[config.mk]
export PLATFORM = sky130hd
export DESIGN_NAME = integer_add_sub_mul_div_mod_unit_flat
export DESIGN_NICKNAME = d
export VERILOG_FILES = /design/src/hdl/iaum_pkg.sv /design/src/hdl/iaum_if.sv /design/src/hdl/iaum_ctrl.sv /design/src/hdl/iaum_dp.sv /design/src/hdl/integer_add_sub_mul_div_mod_unit.sv /design/src/flat_wrapper.sv
export SDC_FILE = /design/constraint.sdc
export NUM_CORES = 1
export LEC_CHECK = 0
export BUFFER_PORTS_ARGS = -buffer_cell sky130_fd_sc_hd__buf_4
export CAP_MARGIN = 15
export CELL_PAD_IN_SITES_DETAIL_PLACEMENT = 0
export CELL_PAD_IN_SITES_GLOBAL_PLACEMENT = 1
export CORE_MARGIN = 4
export CORE_UTILIZATION = 42
export CTS_CLUSTER_DIAMETER = 100
export DETAILED_ROUTE_END_ITERATION = 10
export PLACE_DENSITY = 0.82
export REMOVE_ABC_BUFFERS = 1
export SETUP_SLACK_MARGIN = 0.15
export SLEW_MARGIN = 40
export SYNTH_ARGS = -nofsm -noshare
export SYNTH_HDL_FRONTEND = slang
export SYNTH_SLANG_ARGS = --single-unit
[constraint.sdc]
create_clock -name clk -period 4 [get_ports clk]
set_clock_uncertainty 0.15 [all_clocks]
set_input_delay 0.2 -clock clk [delete_from_list [all_inputs] [get_ports clk]]
set_output_delay 0.2 -clock clk [all_outputs]
set_load 0.005 [all_outputs]
[src/hdl/iaum_pkg.sv]
package iaum_pkg;

  localparam int WIDTH = 32;
  localparam int CNT_W = $clog2(WIDTH);
  localparam int KIND_W = 3;

  localparam logic [KIND_W-1:0] OP_ADD = 3'd0;
  localparam logic [KIND_W-1:0] OP_SUB = 3'd1;
  localparam logic [KIND_W-1:0] OP_MUL = 3'd2;
  localparam logic [KIND_W-1:0] OP_DIV = 3'd3;
  localparam logic [KIND_W-1:0] OP_MOD = 3'd4;

  typedef struct packed {
    logic load;
    logic step;
    logic finish;
  } dp_cmd_t;

  typedef struct packed {
    logic iterative;
  } dp_sts_t;

  // parallel-prefix adder, carry-in folded into bit 0 generate
  function automatic logic [WIDTH-1:0] ks_add(input logic [WIDTH-1:0] a,
                                              input logic [WIDTH-1:0] b,
                                              input logic cin);
    logic [WIDTH-1:0] g;
    logic [WIDTH-1:0] p;
    logic [WIDTH-1:0] gn;
    logic [WIDTH-1:0] pn;
    logic [WIDTH-1:0] hp;
    int s;
    int i;
    hp = a ^ b;
    g = a & b;
    p = hp;
    g[0] = g[0] | (p[0] & cin);
    for (s = 1; s < WIDTH; s = s * 2) begin
      gn = g;
      pn = p;
      for (i = s; i < WIDTH; i++) begin
        gn[i] = g[i] | (p[i] & g[i-s]);
        pn[i] = p[i] & p[i-s];
      end
      g = gn;
      p = pn;
    end
    return hp ^ {g[WIDTH-2:0], cin};
  endfunction

endpackage

[src/hdl/iaum_if.sv]
interface iaum_in_if;
  import iaum_pkg::*;

  logic                      valid;
  logic                      ready;
  logic [KIND_W-1:0]         kind;
  logic signed [WIDTH-1:0]   operand_a;
  logic signed [WIDTH-1:0]   operand_b;

  modport source (output valid, output kind, output operand_a, output operand_b,
                  input ready);
  modport sink (input valid, input kind, input operand_a, input operand_b,
                output ready);
endinterface

interface iaum_out_if;
  import iaum_pkg::*;

  logic                      valid;
  logic                      ready;
  logic signed [WIDTH-1:0]   result;

  modport source (output valid, output result, input ready);
  modport sink (input valid, input result, output ready);
endinterface

[src/hdl/iaum_ctrl.sv]
module iaum_ctrl (
  input  logic              clk,
  input  logic              rst,
  input  logic              in_valid,
  output logic              in_ready,
  output logic              out_valid,
  input  logic              out_ready,
  output iaum_pkg::dp_cmd_t cmd,
  input  iaum_pkg::dp_sts_t sts
);
  import iaum_pkg::*;

  typedef enum logic [2:0] {
    S_IDLE = 3'b001,
    S_RUN  = 3'b010,
    S_DONE = 3'b100
  } state_t;

  state_t           state;
  state_t           state_next;
  logic [CNT_W-1:0] cnt;
  logic             last;

  assign last = (cnt == CNT_W'(WIDTH - 1));
  assign in_ready = (state == S_IDLE);

  always_comb begin
    cmd = '0;
    state_next = state;
    case (state)
      S_IDLE: begin
        cmd.load = in_valid;
        if (in_valid) state_next = S_RUN;
      end
      S_RUN: begin
        if (sts.iterative) begin
          cmd.step = 1'b1;
          if (last) state_next = S_DONE;
        end else begin
          state_next = S_DONE;
        end
      end
      S_DONE: begin
        cmd.finish = !out_valid || out_ready;
        if (cmd.finish) state_next = S_IDLE;
      end
      default: state_next = S_IDLE;
    endcase
  end

  always_ff @(posedge clk) begin
    if (rst) begin
      state <= S_IDLE;
      cnt <= '0;
      out_valid <= 1'b0;
    end else begin
      state <= state_next;
      if (cmd.load) cnt <= '0;
      else if (cmd.step) cnt <= cnt + CNT_W'(1);
      if (cmd.finish) out_valid <= 1'b1;
      else if (out_ready) out_valid <= 1'b0;
    end
  end

endmodule

[src/hdl/iaum_dp.sv]
module iaum_dp (
  input  logic                           clk,
  input  iaum_pkg::dp_cmd_t              cmd,
  output iaum_pkg::dp_sts_t              sts,
  input  logic [iaum_pkg::KIND_W-1:0]    kind,
  input  logic [iaum_pkg::WIDTH-1:0]     operand_a,
  input  logic [iaum_pkg::WIDTH-1:0]     operand_b,
  output logic [iaum_pkg::WIDTH-1:0]     result
);
  import iaum_pkg::*;

  logic [KIND_W-1:0] kind_r;
  logic [WIDTH-1:0]  x;
  logic [WIDTH-1:0]  y;
  logic [WIDTH-1:0]  z;
  logic              neg_q;
  logic              neg_r;
  logic              div_zero;
  logic              is_div;
  logic [WIDTH-1:0]  mag_a;
  logic [WIDTH-1:0]  mag_b;
  logic [WIDTH:0]    shifted;
  logic [WIDTH:0]    diff;
  logic              ge;
  logic [WIDTH-1:0]  opa;
  logic [WIDTH-1:0]  opb;
  logic              cin;
  logic [WIDTH-1:0]  sum;
  logic [WIDTH-1:0]  res_comb;

  assign is_div = (kind == OP_DIV) || (kind == OP_MOD);
  assign mag_a = operand_a[WIDTH-1] ? ks_add(~operand_a, '0, 1'b1) : operand_a;
  assign mag_b = operand_b[WIDTH-1] ? ks_add(~operand_b, '0, 1'b1) : operand_b;

  assign sts.iterative = (kind_r == OP_MUL) || (kind_r == OP_DIV) || (kind_r == OP_MOD);

  assign shifted = {z, x[WIDTH-1]};
  assign diff = shifted - {1'b0, y};
  assign ge = (shifted >= {1'b0, y});

  always_comb begin
    opa = x;
    opb = '0;
    cin = 1'b0;
    res_comb = '0;
    case (kind_r)
      OP_ADD: begin
        opb = y;
        res_comb = sum;
      end
      OP_SUB: begin
        opb = ~y;
        cin = 1'b1;
        res_comb = sum;
      end
      OP_MUL: res_comb = z;
      OP_DIV: begin
        opa = ~x;
        cin = 1'b1;
        if (!div_zero) res_comb = neg_q ? sum : x;
      end
      OP_MOD: begin
        opa = ~z;
        cin = 1'b1;
        if (!div_zero) res_comb = neg_r ? sum : z;
      end
      default: res_comb = '0;
    endcase
  end

  assign sum = ks_add(opa, opb, cin);

  always_ff @(posedge clk) begin
    if (cmd.load) begin
      kind_r <= kind;
      x <= is_div ? mag_a : operand_a;
      y <= is_div ? mag_b : operand_b;
      z <= '0;
      neg_q <= operand_a[WIDTH-1] ^ operand_b[WIDTH-1];
      neg_r <= operand_a[WIDTH-1];
      div_zero <= (operand_b == '0);
    end else if (cmd.step) begin
      if (kind_r == OP_MUL) begin
        if (y[0]) z <= ks_add(z, x, 1'b0);
        x <= {x[WIDTH-2:0], 1'b0};
        y <= {1'b0, y[WIDTH-1:1]};
      end else begin
        z <= ge ? diff[WIDTH-1:0] : shifted[WIDTH-1:0];
        x <= {x[WIDTH-2:0], ge};
      end
    end
    if (cmd.finish) result <= res_comb;
  end

endmodule

[src/hdl/integer_add_sub_mul_div_mod_unit.sv]
// Signed 32-bit integer unit for add, subtract, multiply, divide and modulo.
// Add and subtract go from the load through the run state to the done state;
// multiply, divide and modulo first take the 32 one-bit steps of the
// shift-and-add multiplier and the restoring divider that share one set of
// work registers. In the done state the result is registered once the output
// register is free, and the input becomes ready again as it is registered, so
// a new transaction is not taken before the last one has finished.
// One transaction is in work at a time; the result sits in an output register,
// so the next transaction is taken while a finished result waits downstream.
// Multiply returns the low 32 bits; divide truncates toward zero; modulo takes
// the sign of the dividend; division or modulo by zero and unused codes give 0.
module integer_add_sub_mul_div_mod_unit (
  input  logic        clk,
  input  logic        rst,
  iaum_in_if.sink     in_ch,
  iaum_out_if.source  out_ch
);
  import iaum_pkg::*;

  dp_cmd_t cmd;
  dp_sts_t sts;

  iaum_ctrl u_ctrl (
    .clk       (clk),
    .rst       (rst),
    .in_valid  (in_ch.valid),
    .in_ready  (in_ch.ready),
    .out_valid (out_ch.valid),
    .out_ready (out_ch.ready),
    .cmd       (cmd),
    .sts       (sts)
  );

  iaum_dp u_dp (
    .clk       (clk),
    .cmd       (cmd),
    .sts       (sts),
    .kind      (in_ch.kind),
    .operand_a (in_ch.operand_a),
    .operand_b (in_ch.operand_b),
    .result    (out_ch.result)
  );

endmodule
[src/flat_wrapper.sv]
// flat-port wrapper written by rule: the top's interface ports become plain ports
module integer_add_sub_mul_div_mod_unit_flat import iaum_pkg::*;
  (clk, rst, in_ch_valid, in_ch_kind, in_ch_operand_a, in_ch_operand_b, in_ch_ready, out_ch_valid, out_ch_result, out_ch_ready);
  iaum_in_if in_ch_i ();
  iaum_out_if out_ch_i ();
  input  logic clk;
  input  logic rst;
  input wire logic [$bits(in_ch_i.valid)-1:0] in_ch_valid;
  input wire logic [$bits(in_ch_i.kind)-1:0] in_ch_kind;
  input wire logic [$bits(in_ch_i.operand_a)-1:0] in_ch_operand_a;
  input wire logic [$bits(in_ch_i.operand_b)-1:0] in_ch_operand_b;
  output wire logic [$bits(in_ch_i.ready)-1:0] in_ch_ready;
  output wire logic [$bits(out_ch_i.valid)-1:0] out_ch_valid;
  output wire logic [$bits(out_ch_i.result)-1:0] out_ch_result;
  input wire logic [$bits(out_ch_i.ready)-1:0] out_ch_ready;
  assign in_ch_i.valid = in_ch_valid;
  assign in_ch_i.kind = in_ch_kind;
  assign in_ch_i.operand_a = in_ch_operand_a;
  assign in_ch_i.operand_b = in_ch_operand_b;
  assign in_ch_ready = in_ch_i.ready;
  assign out_ch_valid = out_ch_i.valid;
  assign out_ch_result = out_ch_i.result;
  assign out_ch_i.ready = out_ch_ready;
  integer_add_sub_mul_div_mod_unit u_core (.clk(clk), .rst(rst), .in_ch(in_ch_i), .out_ch(out_ch_i));
endmodule
# --- Yosys cells after proc, flatten, opt, wreduce, memory -nomap -nowiden ---
# Index checks and enable logic that the tools add are counted.
word_totals:
  ram_bits: 0
  romBits: 0
  latch_bits: 0
  n_memories: 0
  regBits: 143
  out_inout_bits: 34
classes:
  bitwise_logic: 948
  div_mod_pow: 0
  reduce_logical: 16
  n_eq_ne: 14
  mul: 0
  shifts: 0
  n_mux: 32
  order_cmp: 1
  addsub: 2
ops:
  columns: ["op", "n"]
  rows:
  - ["AND 1 bit", 685]
  - ["2-to-1 mux 32 bit", 16]
  - ["OR 1 bit", 249]
  - ["XOR 32 bit", 6]
  - ["inverter 32 bit", 5]
  - ["one-hot mux 32 bit (2 select lines)", 2]
  - ["one-hot mux 32 bit (4 select lines)", 1]
  - ["AND 31 bit", 2]
  - [">= comparator 33 x 32 -> 1 bit", 1]
  - ["zero test 32 bit", 1]
  - ["subtractor 32 bit", 1]
  - ["== test 3 x 2 -> 1 bit (second input constant)", 4]
  - ["2-to-1 mux 3 bit", 4]
  - ["== test 3 bit (second input constant)", 3]
  - ["one-hot mux 3 bit (3 select lines)", 1]
  - ["2-to-1 mux 1 bit", 8]
  - ["== test 3 x 1 -> 1 bit (second input constant)", 2]
  - ["!= test 2 bit (second input constant)", 3]
  - ["nonzero test 2 bit", 3]
  - ["adder 5 x 1 -> 5 bit (second input constant)", 1]
  - ["== test 5 bit (second input constant)", 1]
  - ["logical OR 1 bit", 4]
  - ["AND reduction 2 bit", 2]
  - ["OR reduction 2 bit", 2]
  - ["6 further kinds", 6]

# --- Longest topological paths before layout ---
# Gate-level depths: netlist of the first run.
depth:
  ltp_word: 17
  depth_mapped: 19
  mapped_depth_nobuf: 16

# --- By module ---
# A second synthesis of the first run with hierarchy kept.
unflattened:
  cells_unflattened: 1632
  hier_area_um2: 13381.6
modules_own_cells:
  columns: ["mod", "cells_each", "n_inst", "area_each_um2", "seq_area_each_um2"]
  rows:
  - ["iaum_dp", 1582, 1, 12927.4, 3703.6]
  - ["iaum_ctrl", 50, 1, 454.2, 180.2]

# --- Worst setup path after synthesis of the first run ---
# OpenSTA, ideal clock, no wires.
synth_timing:
  path_kind: "flip-flop to flip-flop"
  from: "reg u_core.u_dp.kind_r[0]"
  to: "reg u_core.u_dp.y[0] (enable)"
  setup_slack_ps: -400
  required_ps: 3384
  path_buffers: 5
  period_less_slack_ps: 4400
  arrival_time_ps: 3785
  path_stages_with_launch: 8
  cell_sequence: "edfxtp_1 -> clkbuf_1 -> clkbuf_1 -> nand2b_1 -> clkbuf_1 -> clkbuf_1 -> buf_1 -> o21ai_0"
synth_via:
  elab_chain_len: 7
  word_cells_on_any_way: 10
  cone_classes: "3 x eq/ne; 2 x mux; 5 x reduce/logical"
synth_rtl:
  columns: ["item", "line", "text"]
  rows:
  - ["start: declaration", "iaum_dp.sv:12", "logic [KIND_W-1:0] kind_r;"]
  - ["start signal: assignment", "iaum_dp.sv:75", "kind_r <= kind;"]
  - ["== test 3 x 2 -> 1 bit (on tied branches)", "iaum_dp.sv:35, iaum_dp.sv:83", null]
  - ["logical OR 1 bit (2 in a row)", "iaum_dp.sv:35", "assign sts.iterative = (kind_r == OP_MUL) || (kind_r == OP_DIV) || (kind_r == OP_MOD);"]
  - ["2-to-1 mux 1 bit", "iaum_ctrl.sv:36", "if (sts.iterative) begin"]
  - ["2-to-1 mux 1 bit", "iaum_ctrl.sv:30", "case (state)"]
  - ["nonzero test 2 bit (no source line)", null, null]
  - ["AND reduction 2 bit (no source line) *", null, null]
  - ["end signal: assignment", "iaum_dp.sv:77", "y <= is_div ? mag_b : operand_b;"]
  - ["end signal: assignment", "iaum_dp.sv:86", "y <= {1'b0, y[WIDTH-1:1]};"]
  - ["end: declaration", "iaum_dp.sv:14", "logic [WIDTH-1:0] y;"]
# Every way passes the cells marked *; elsewhere a longest branch is shown, timed or not.
# A chain may end at the register's enable or synchronous reset.

# --- Final worst setup path of the first run ---
layout_timing:
  from: "reg u_core.u_dp.kind_r[2]"
  to: "reg u_core.u_dp.result[27] (netlist bit), data pin"
layout_via:
  elab_chain_len: 16
  word_cells_on_any_way: 95
  cone_classes: "4 x eq/ne; 8 x mux; 80 x bitwise; 3 x reduce/logical"
layout_rtl:
  columns: ["item", "line", "text"]
  rows:
  - ["== test 3 bit, or another cell as far along", "iaum_dp.sv:46", "case (kind_r)"]
  - ["one-hot mux 32 bit (2 select lines)", "iaum_dp.sv:46", null]
  - ["XOR 32 bit / AND 31 bit (equally long branches)", "iaum_pkg.sv:34, iaum_pkg.sv:35", null]
  - ["AND 1 bit", "iaum_pkg.sv:42", "gn[i] = g[i] | (p[i] & g[i-s]);"]
  - ["OR 1 bit", "iaum_pkg.sv:42", null]
  - ["AND 1 bit", "iaum_pkg.sv:42", null]
  - ["OR 1 bit", "iaum_pkg.sv:42", null]
  - ["AND 1 bit", "iaum_pkg.sv:42", null]
  - ["OR 1 bit", "iaum_pkg.sv:42", null]
  - ["AND 1 bit / OR 1 bit (equally long branches)", "iaum_pkg.sv:42", null]
  - ["OR 1 bit / AND 1 bit (equally long branches)", "iaum_pkg.sv:42", null]
  - ["OR 1 bit", "iaum_pkg.sv:42", null]
  - ["XOR 32 bit", "iaum_pkg.sv:48", "return hp ^ {g[WIDTH-2:0], cin};"]
  - ["2-to-1 mux 32 bit (on tied branches) (2 in a row)", "iaum_dp.sv:65, iaum_dp.sv:60", null]
  - ["one-hot mux 32 bit (4 select lines) *", "iaum_dp.sv:46", null]
  - ["named net u_core.u_dp.res_comb[27]", "iaum_dp.sv:29", "logic [WIDTH-1:0] res_comb;"]
  - ["end signal: assignment", "iaum_dp.sv:92", "if (cmd.finish) result <= res_comb;"]
  - ["end: declaration", "iaum_dp.sv:8", "output logic [iaum_pkg::WIDTH-1:0] result"]
# The timed path passes the listed nets; every way through them passes the cells marked *.

==> results.md, run 1 <==
- Final Setup Violations: 0
- Crit path required time: 4.02 ns
- WL/cell: 19.51 um
- RR Startpoint: u_core.u_dp.kind_r[2]
- Non-filler cells, final: 2,368
- # diodes: 0
- Startpoint types: register
- Area leader, netlist: edfxtp_1
- Die H: 191.5 um
- Core Region: 32,870 um2
- #FFs+latches synth: 143
- # rows: 66
- I/O Buffers: 104
- Die width: 191.5 um
- Syn Area/Cell: 8.017 um2
- Global-route wire length before repair: 70,630 um
- 1st-pass router iterations: 5
- Distinct cell type count after synthesis: 82
- Setup ws final: 0.2165 ns
- Relative slew margins: 0.5091
- DRC errors left: 0
- CTS Buffer Depth: 2
- Top cells by area, synth: edfxtp_1 (22%), ha_1 (8.6%), xnor2_1 (6.3%)
- Ys Warns: 0
- Final instance area: 16,990 um2
- Dpl cells: 2,303
- Commonest cells in the synthesized netlist: o21ai_0 (166), nand2_1 (161), nor2_1 (148), a21oi_1 (143)
- CTS tree: built
- Power density cells: 342.0 nW/um2
- EDFF count, synth: 102
- Gpl congestion: 0.9365
- CTS buffer count: 17
- Routed wire length: 46,190 um
- Post-DP Area: 15,780 um2
- Setup CP Type: reg2reg
- Worst Path Arrival: 3.81 ns
- Cells after Synth: 1,763
- DRT antenna net count: 0
- Worst Max-Slew Pin Slew: 0.7364 ns
- Layout fillers: 3,183
- I/O Pins: 105
- Nets: 2,085
- Footprint of the multi-input gates: 9873 um2
- Async S/R FF share, synth: 0
- DIE AREA: 36,650 um2
- Vias: 13,870
- H-tree levels: 4
- RSZ-0062 raised after global routing: true
- DR iter-0 viols: 1,235
- CTS Root Cell: clkbuf_16
- Clk Latency, worst-skew pair: 0.45 ns
- Max Cap Violations: 0
- Final Cycle Share: 0.9459
- GRT Residual Overflow: 0
- Pins over their slew limit: 0
- Clk pin slew, worst setup/hold paths: 0.06 ns
- Fraction of layout cells with a size suffix above 1: 0.1563
- Final Hold Vio Count: 0
- Total power: 5811 uW
- Total track usage: 0.2435
- Critical Path Sink Type: register
- Largest net degree at the start of global routing: 72
- Peak supply drop: 0.0002943 V
- Status: finished clean
- Yosys top cell area share: 0.2167
- Register Area: 3884 um2
- Antenna violations before repair: 1
- CP startpoint: u_core.u_dp.kind_r[2]
- Vias in the first global route: 12,850
- Most common cell in the netlist: o21ai_0
- Register area share after synthesis: 0.2748
- Hold Startpoint: in_ch_operand_b[6]
- Hold crit path type: in2reg
- Ys flop type: edfxtp_1
- Fmax: 264.3 MHz
- Worst-path fanout max: 16
- Setup WS pre-CTS: 0.07912 ns
- Mapped Area: 14,130 um2
- Layout area overhead: 20.20%
- Fin crit period: 3.784 ns
- Vias/cell: 5.859
- Hpwl dp: 35,910 um
- Leakage power of the design: 0.007110 uW
- Initial core utilization: 0.4301
- CTS sink cnt: 143
- Hold slack: 0.004834 ns
==> timing repair <==
item,CTS,global route
resized for setup,8,56
buffers inserted,1,3
hold endpoints to repair,37,0
hold buffers,29,0
pin swaps,4,10
setup endpoints to repair,7,19
==> layer usage <==
| metal | share of wire | GRT usage | up-vias | wire length (um) |
|---|---|---|---|---|
| li1 | - | - | 6826 | - |
| met1 | 0.48 | 0.3574 | 6499 | 22350 |
| met2 | 0.42 | 0.3726 | 489 | 19610 |
| met3 | 0.070 | 0.03853 | 60 | 3213 |
| met4 | 0.022 | 0.06492 | 0 | 1024 |
| met5 | 0 | 0 | - | 0 |
==> power breakdown <==
part	leakage (uW)	internal, uW	switching (uW)
clock network	0.000303	1050	638
logic	0.00551	927	1230
registers	0.00130	1760	199
total	0.00711	3750	2060
==> flip-flops by register name, indices dropped and copies added (netlist names) <==
signal	count
u_core.u_dp.div_zero	1
u_core.u_dp.z	32
u_core.u_dp.x	32
u_core.u_dp.result	32
u_core.u_dp.y	32
u_core.u_ctrl.state	3
u_core.u_dp.neg_r	1
u_core.u_dp.kind_r	3
u_core.u_ctrl.out_valid	1
u_core.u_dp.neg_q	1
u_core.u_ctrl.cnt	5
==> layout make-up <==
type                    instances  share of cell area
clock buffers                  30             0.03469
repair buffers                221              0.1047
well taps                     442             0.03255
inverters                      74             0.01635
multi-input cells            1456              0.5811
clock inverters                 2            0.001988
flip-flops and latches        143              0.2286
==> cells in the final DEF (no fill, tap or decap), drive strengths merged, types with 29 or more instances in the layout <==
master         n
nor3          38
xor2          59
dlygate4sd3   29
nor2         149
buf          192
a22oi         30
edfxtp       102
mux2i         29
xnor2        102
o22ai         35
nand2        162
a21oi        144
nand3         47
a21o          79
dfxtp         41
inv           73
ha            97
o21ai        176
clkbuf        30
==> critical path: stages (launching register included) <==
cell      delay, ns
edfxtp_1       0.41
inv_2          0.05
buf_4          0.15
nor3_4         0.23
nor2_4         0.08
buf_6          0.16
buf_6          0.15
a21o_1         0.17
ha_1           0.31
o21ai_1        0.15
nand2b_1       0.10
a31o_1         0.22
a21o_1         0.18
and3_4         0.20
o41ai_4        0.31
buf_4          0.17
nand2_1        0.07
mux2i_1        0.14
o211ai_1       0.11
==> stage by stage <==
stage	utilization	setup TNS, ns
finish	0.5169	0
global route	0.5169	0
CTS	0.5087	0
detailed placement	0.4800	0
global placement	0.4797	0
floorplan	-	-132.23
==> final timing paths <==
check	to	slack (ns)	cells past startpoint
hold / removal	u_core.u_dp.y[6]	0.005	3
setup / recovery	u_core.u_dp.result[27]	0.22	18
setup reg to reg	u_core.u_dp.result[27]	0.22	18
hold reg to reg	u_core.u_ctrl.cnt[4]	0.38	2
==> kinds of logic after synthesis <==
logic type / share of synthesized area
fa+ha+maj: 0.09153
mux: 0.02930
compound gates: 0.2850
buf+inv: 0.04541
xor+xnor: 0.09976
simple gates: 0.1742
flops: 0.2748
No activity file was read; power rests on OpenSTA's default activity.
==> inputs of run 2 (changes only) <==
Settings changed: CORE_UTILIZATION 42 to 45, PLACE_DENSITY 0.82 to default, PLACE_DENSITY_LB_ADDON from default to 0.15.
Clock period 4 ns to 4.6 ns, I/O delays scaled along.
==> results.md, run 2 (synthesis gave the netlist of run 1 again) <==
- Max Cap Violations: 0 (unchanged)
- Final Setup Violations: 0 (unchanged)
- Pins over their slew limit: 0 (unchanged)
- Worst Reg-to-Reg Cells: 15 (was 18)
- Vias/cell: 5.955 (was 5.859)
- Global-route wire length before repair: 68,900 um (was 70,630 um)
- Gpl congestion: 0.9791 (was 0.9365)
- Startpoint types: register (unchanged)
- Clk pin slew, worst setup/hold paths: 0.06 ns (about the same)
- Fin crit period: 4.205 ns (was 3.784 ns)
- I/O Pins: 105 (unchanged)
- Routed wire length: 43,890 um (was 46,190 um)
- Final Hold Vio Count: 0 (unchanged)
- CTS buffer count: 17 (unchanged)
- Crit path cell chain: buf_4 -> or3_1 -> buf_4 -> o22ai_1 -> a21o_1 -> ha_1 -> a21oi_1 -> o211ai_1 -> a31o_1 -> a21o_1 -> and3_1 -> o41ai_2 -> a21oi_1 -> o21a_1 -> o31ai_1 (was inv_2 -> buf_4 -> nor3_4 -> nor2_4 -> buf_6 -> buf_6 -> a21o_1 -> ha_1 -> o21ai_1 -> nand2b_1 -> a31o_1 -> a21o_1 -> and3_4 -> o41ai_4 -> buf_4 -> nand2_1 -> mux2i_1 -> o211ai_1)
- Worst Path Arrival: 4.32 ns (was 3.81 ns)
- Crit path required time: 4.71 ns (was 4.02 ns)
- Peak supply drop: 0.0002641 V (was 0.0002943 V)
- Switching Fraction: 0.3626 (was 0.3554)
- Layout area overhead: 13.21% (was 20.20%)
- CP Buf/Inv Count: 2 (was 5)
- H-tree levels: 4 (unchanged)
- Status: finished clean (unchanged)
- Int Pwr: 3036 uW (was 3746 uW)
- Die width: 185.2 um (was 191.5 um)
- 1st-pass router iterations: 8 (was 5)
- CTS Root Cell: clkbuf_16 (unchanged)
- Slowest stage delay, CP: 0.44 ns (was 0.41 ns)
- Clk Latency, worst-skew pair: 0.44 ns (was 0.45 ns)
- Initial core utilization: 0.4597 (was 0.4301)
- DR iter-0 viols: 1,163 (was 1,235)
- Antenna violations before repair: 1 (unchanged)
- I/O Buffers: 104 (unchanged)
- Total power: 4763 uW (was 5811 uW)
- Setup CP Type: reg2reg (unchanged)
- Nets: 2,010 (was 2,085)
- Post-layout util: 0.5204 (was 0.5169)
- Hold Path Stages: 3 (unchanged)
- DRT antenna net count: 0 (unchanged)
- Worst Max-Slew Pin Slew: 0.8693 ns (was 0.7364 ns)
- Power density cells: 297.7 nW/um2 (was 342.0 nW/um2)
- Hpwl dp: 34,620 um (was 35,910 um)
- Total track usage: 0.2523 (was 0.2435)
- Fmax: 237.8 MHz (was 264.3 MHz)
- RR Startpoint: u_core.u_dp.kind_r[1] (was u_core.u_dp.kind_r[2])
- Clk pwr share: 0.287 (was 0.291)
- CTS Buffer Depth: 2 (unchanged)
- DRC errors left: 0 (unchanged)
- Combinational power share: 0.354 (was 0.371)
- CTS tree: built (unchanged)
- Most frequent cells in the layout: o21ai_0 (164), nand2_1 (160), nor2_1 (146) (was buf_4 (184), o21ai_0 (162), nand2_1 (159))
- Worst reg2reg setup slack: 0.39 ns (was 0.22 ns)
- P_sw: 1727 uW (was 2065 uW)
- CP max stage cell: edfxtp_1 (unchanged)
- WL/cell: 19.53 um (was 19.51 um)
- WHS Endpoint: u_core.u_dp.y[9] (was u_core.u_dp.y[6])
- Final Cycle Share: 0.9142 (was 0.9459)
- Vias: 13,380 (was 13,870)
- Vias in the first global route: 12,610 (was 12,850)
- DIE AREA: 34,310 um2 (was 36,650 um2)
- Delay-heaviest family, CP: compound AO/OA/AOI/OAI gates (unchanged)
- Hold Startpoint: in_ch_operand_b[9] (was in_ch_operand_b[6])
- Leakage power of the design: 0.006706 uW (was 0.007110 uW)
- Relative slew margins: 0.4205 (was 0.5091)
- Sequential Power Share: 0.360 (was 0.338)
- Hold crit path type: in2reg (unchanged)
- Reg2Reg Capture Point: u_core.u_dp.result[31] (was u_core.u_dp.result[27])
- Largest net degree at the start of global routing: 64 (was 72)
- Worst-path fanout max: 29 (was 16)
- Setup TNS: 0 ns (unchanged)
- Post-DP Area: 15,320 um2 (was 15,780 um2)
- RSZ-0062 raised after global routing: true (unchanged)
- Core Region: 30,750 um2 (was 32,870 um2)
- # rows: 64 (was 66)
- Fraction of layout cells with a size suffix above 1: 0.1140 (was 0.1563)
- GRT Residual Overflow: 0 (unchanged)
- Die H: 185.2 um (was 191.5 um)
- # diodes: 0 (unchanged)
- Leading cell type in the layout, fill and taps excluded: o21ai_0 (was buf_4)
- Critical Path Sink Type: register (unchanged)
- CTS sink cnt: 143 (unchanged)
- Final instance area: 16,000 um2 (was 16,990 um2)
## run 2: cell count changes in the layout (fill, tap and decap cells not counted), moves of 4 or more
cell           change
a21oi_1           +14
a21oi_2           -14
buf_4             -46
buf_6              -6
clkbuf_1           -4
clkbuf_16          -4
clkinv_2           +5
dlygate4sd3_1     -21
ha_1               +5
ha_4               -4
## run 2: worst reg2reg max path: stages, from the launching register on
cell      delay (ns)
edfxtp_1        0.44
buf_4           0.18
or3_1           0.38
buf_4           0.26
o22ai_1         0.20
a21o_1          0.10
ha_1            0.32
a21oi_1         0.29
o211ai_1        0.14
a31o_1          0.24
a21o_1          0.19
and3_1          0.20
o41ai_2         0.38
a21oi_1         0.15
o21a_1          0.18
o31ai_1         0.23
## run 2: what timing repair did
item / 4_1_cts / 5_1_grt
buffers inserted: 0 / 3
endpoints found under the setup margin: 0 / 16
resized for setup: 0 / 5
hold endpoints to repair: 15 / 0
hold buffers: 8 / 0
## run 2: worst max-delay path by stage
stage	to	cells after the start	start	slack [ns]
floorplan	u_core.u_dp.y[0]	4	u_core.u_ctrl.state[2]	-1.30
global route	u_core.u_dp.result[31]	15	u_core.u_dp.kind_r[1]	0.12
finish	u_core.u_dp.result[31]	15	u_core.u_dp.kind_r[1]	0.39
CTS	u_core.u_dp.result[24]	16	u_core.u_dp.kind_r[1]	0.22
global placement	u_core.u_dp.result[30]	17	u_core.u_dp.kind_r[1]	0.38
detailed placement	u_core.u_dp.result[30]	17	u_core.u_dp.kind_r[1]	0.26
## run 2: layout make-up
class / instances / area [um2]
Clock buffer: 20 / 446.7
Clock inverter: 12 / 117.6
Fill cell: 3059 / 14750
Inverter: 74 / 277.8
Multi-Input combinational cell: 1456 / 9664
Sequential cell: 143 / 3884
Tap cell: 396 / 495.5
Timing Repair Buffer: 146 / 1116
## run 2: per-layer routing
layer / global-route usage / wire [um]
met1: 0.3828 / 21610
met5: 0 / 0
met3: 0.03123 / 2986
met2: 0.3868 / 18780
met4: 0.04903 / 514
## run 2: power by group through the flow
| stage | clock network, uW | registers [uW] | logic [uW] |
|---|---|---|---|
| 4_1_cts | 1380 | 1700 | 1660 |
| 3_5_place_dp | 0 | 1730 | 1650 |
| 3_3_place_gp | 0 | 1730 | 1620 |
| 2_1_floorplan | 0 | 1660 | 1220 |
| 5_1_grt | 1440 | 1720 | 1880 |
| 6_report | 1360 | 1710 | 1690 |
## run 2: through the flow
step / hold WS, ns / std cells / setup WS [ns]
floorplan: 0.1491 / 1673 / -1.298
global placement: 0.3077 / 2204 / 0.3806
detailed placement: 0.3118 / 2204 / 0.2594
CTS: 0.01260 / 2244 / 0.2186
global route: 0.02516 / 2247 / 0.1210
finish: 0.01977 / 2247 / 0.3947
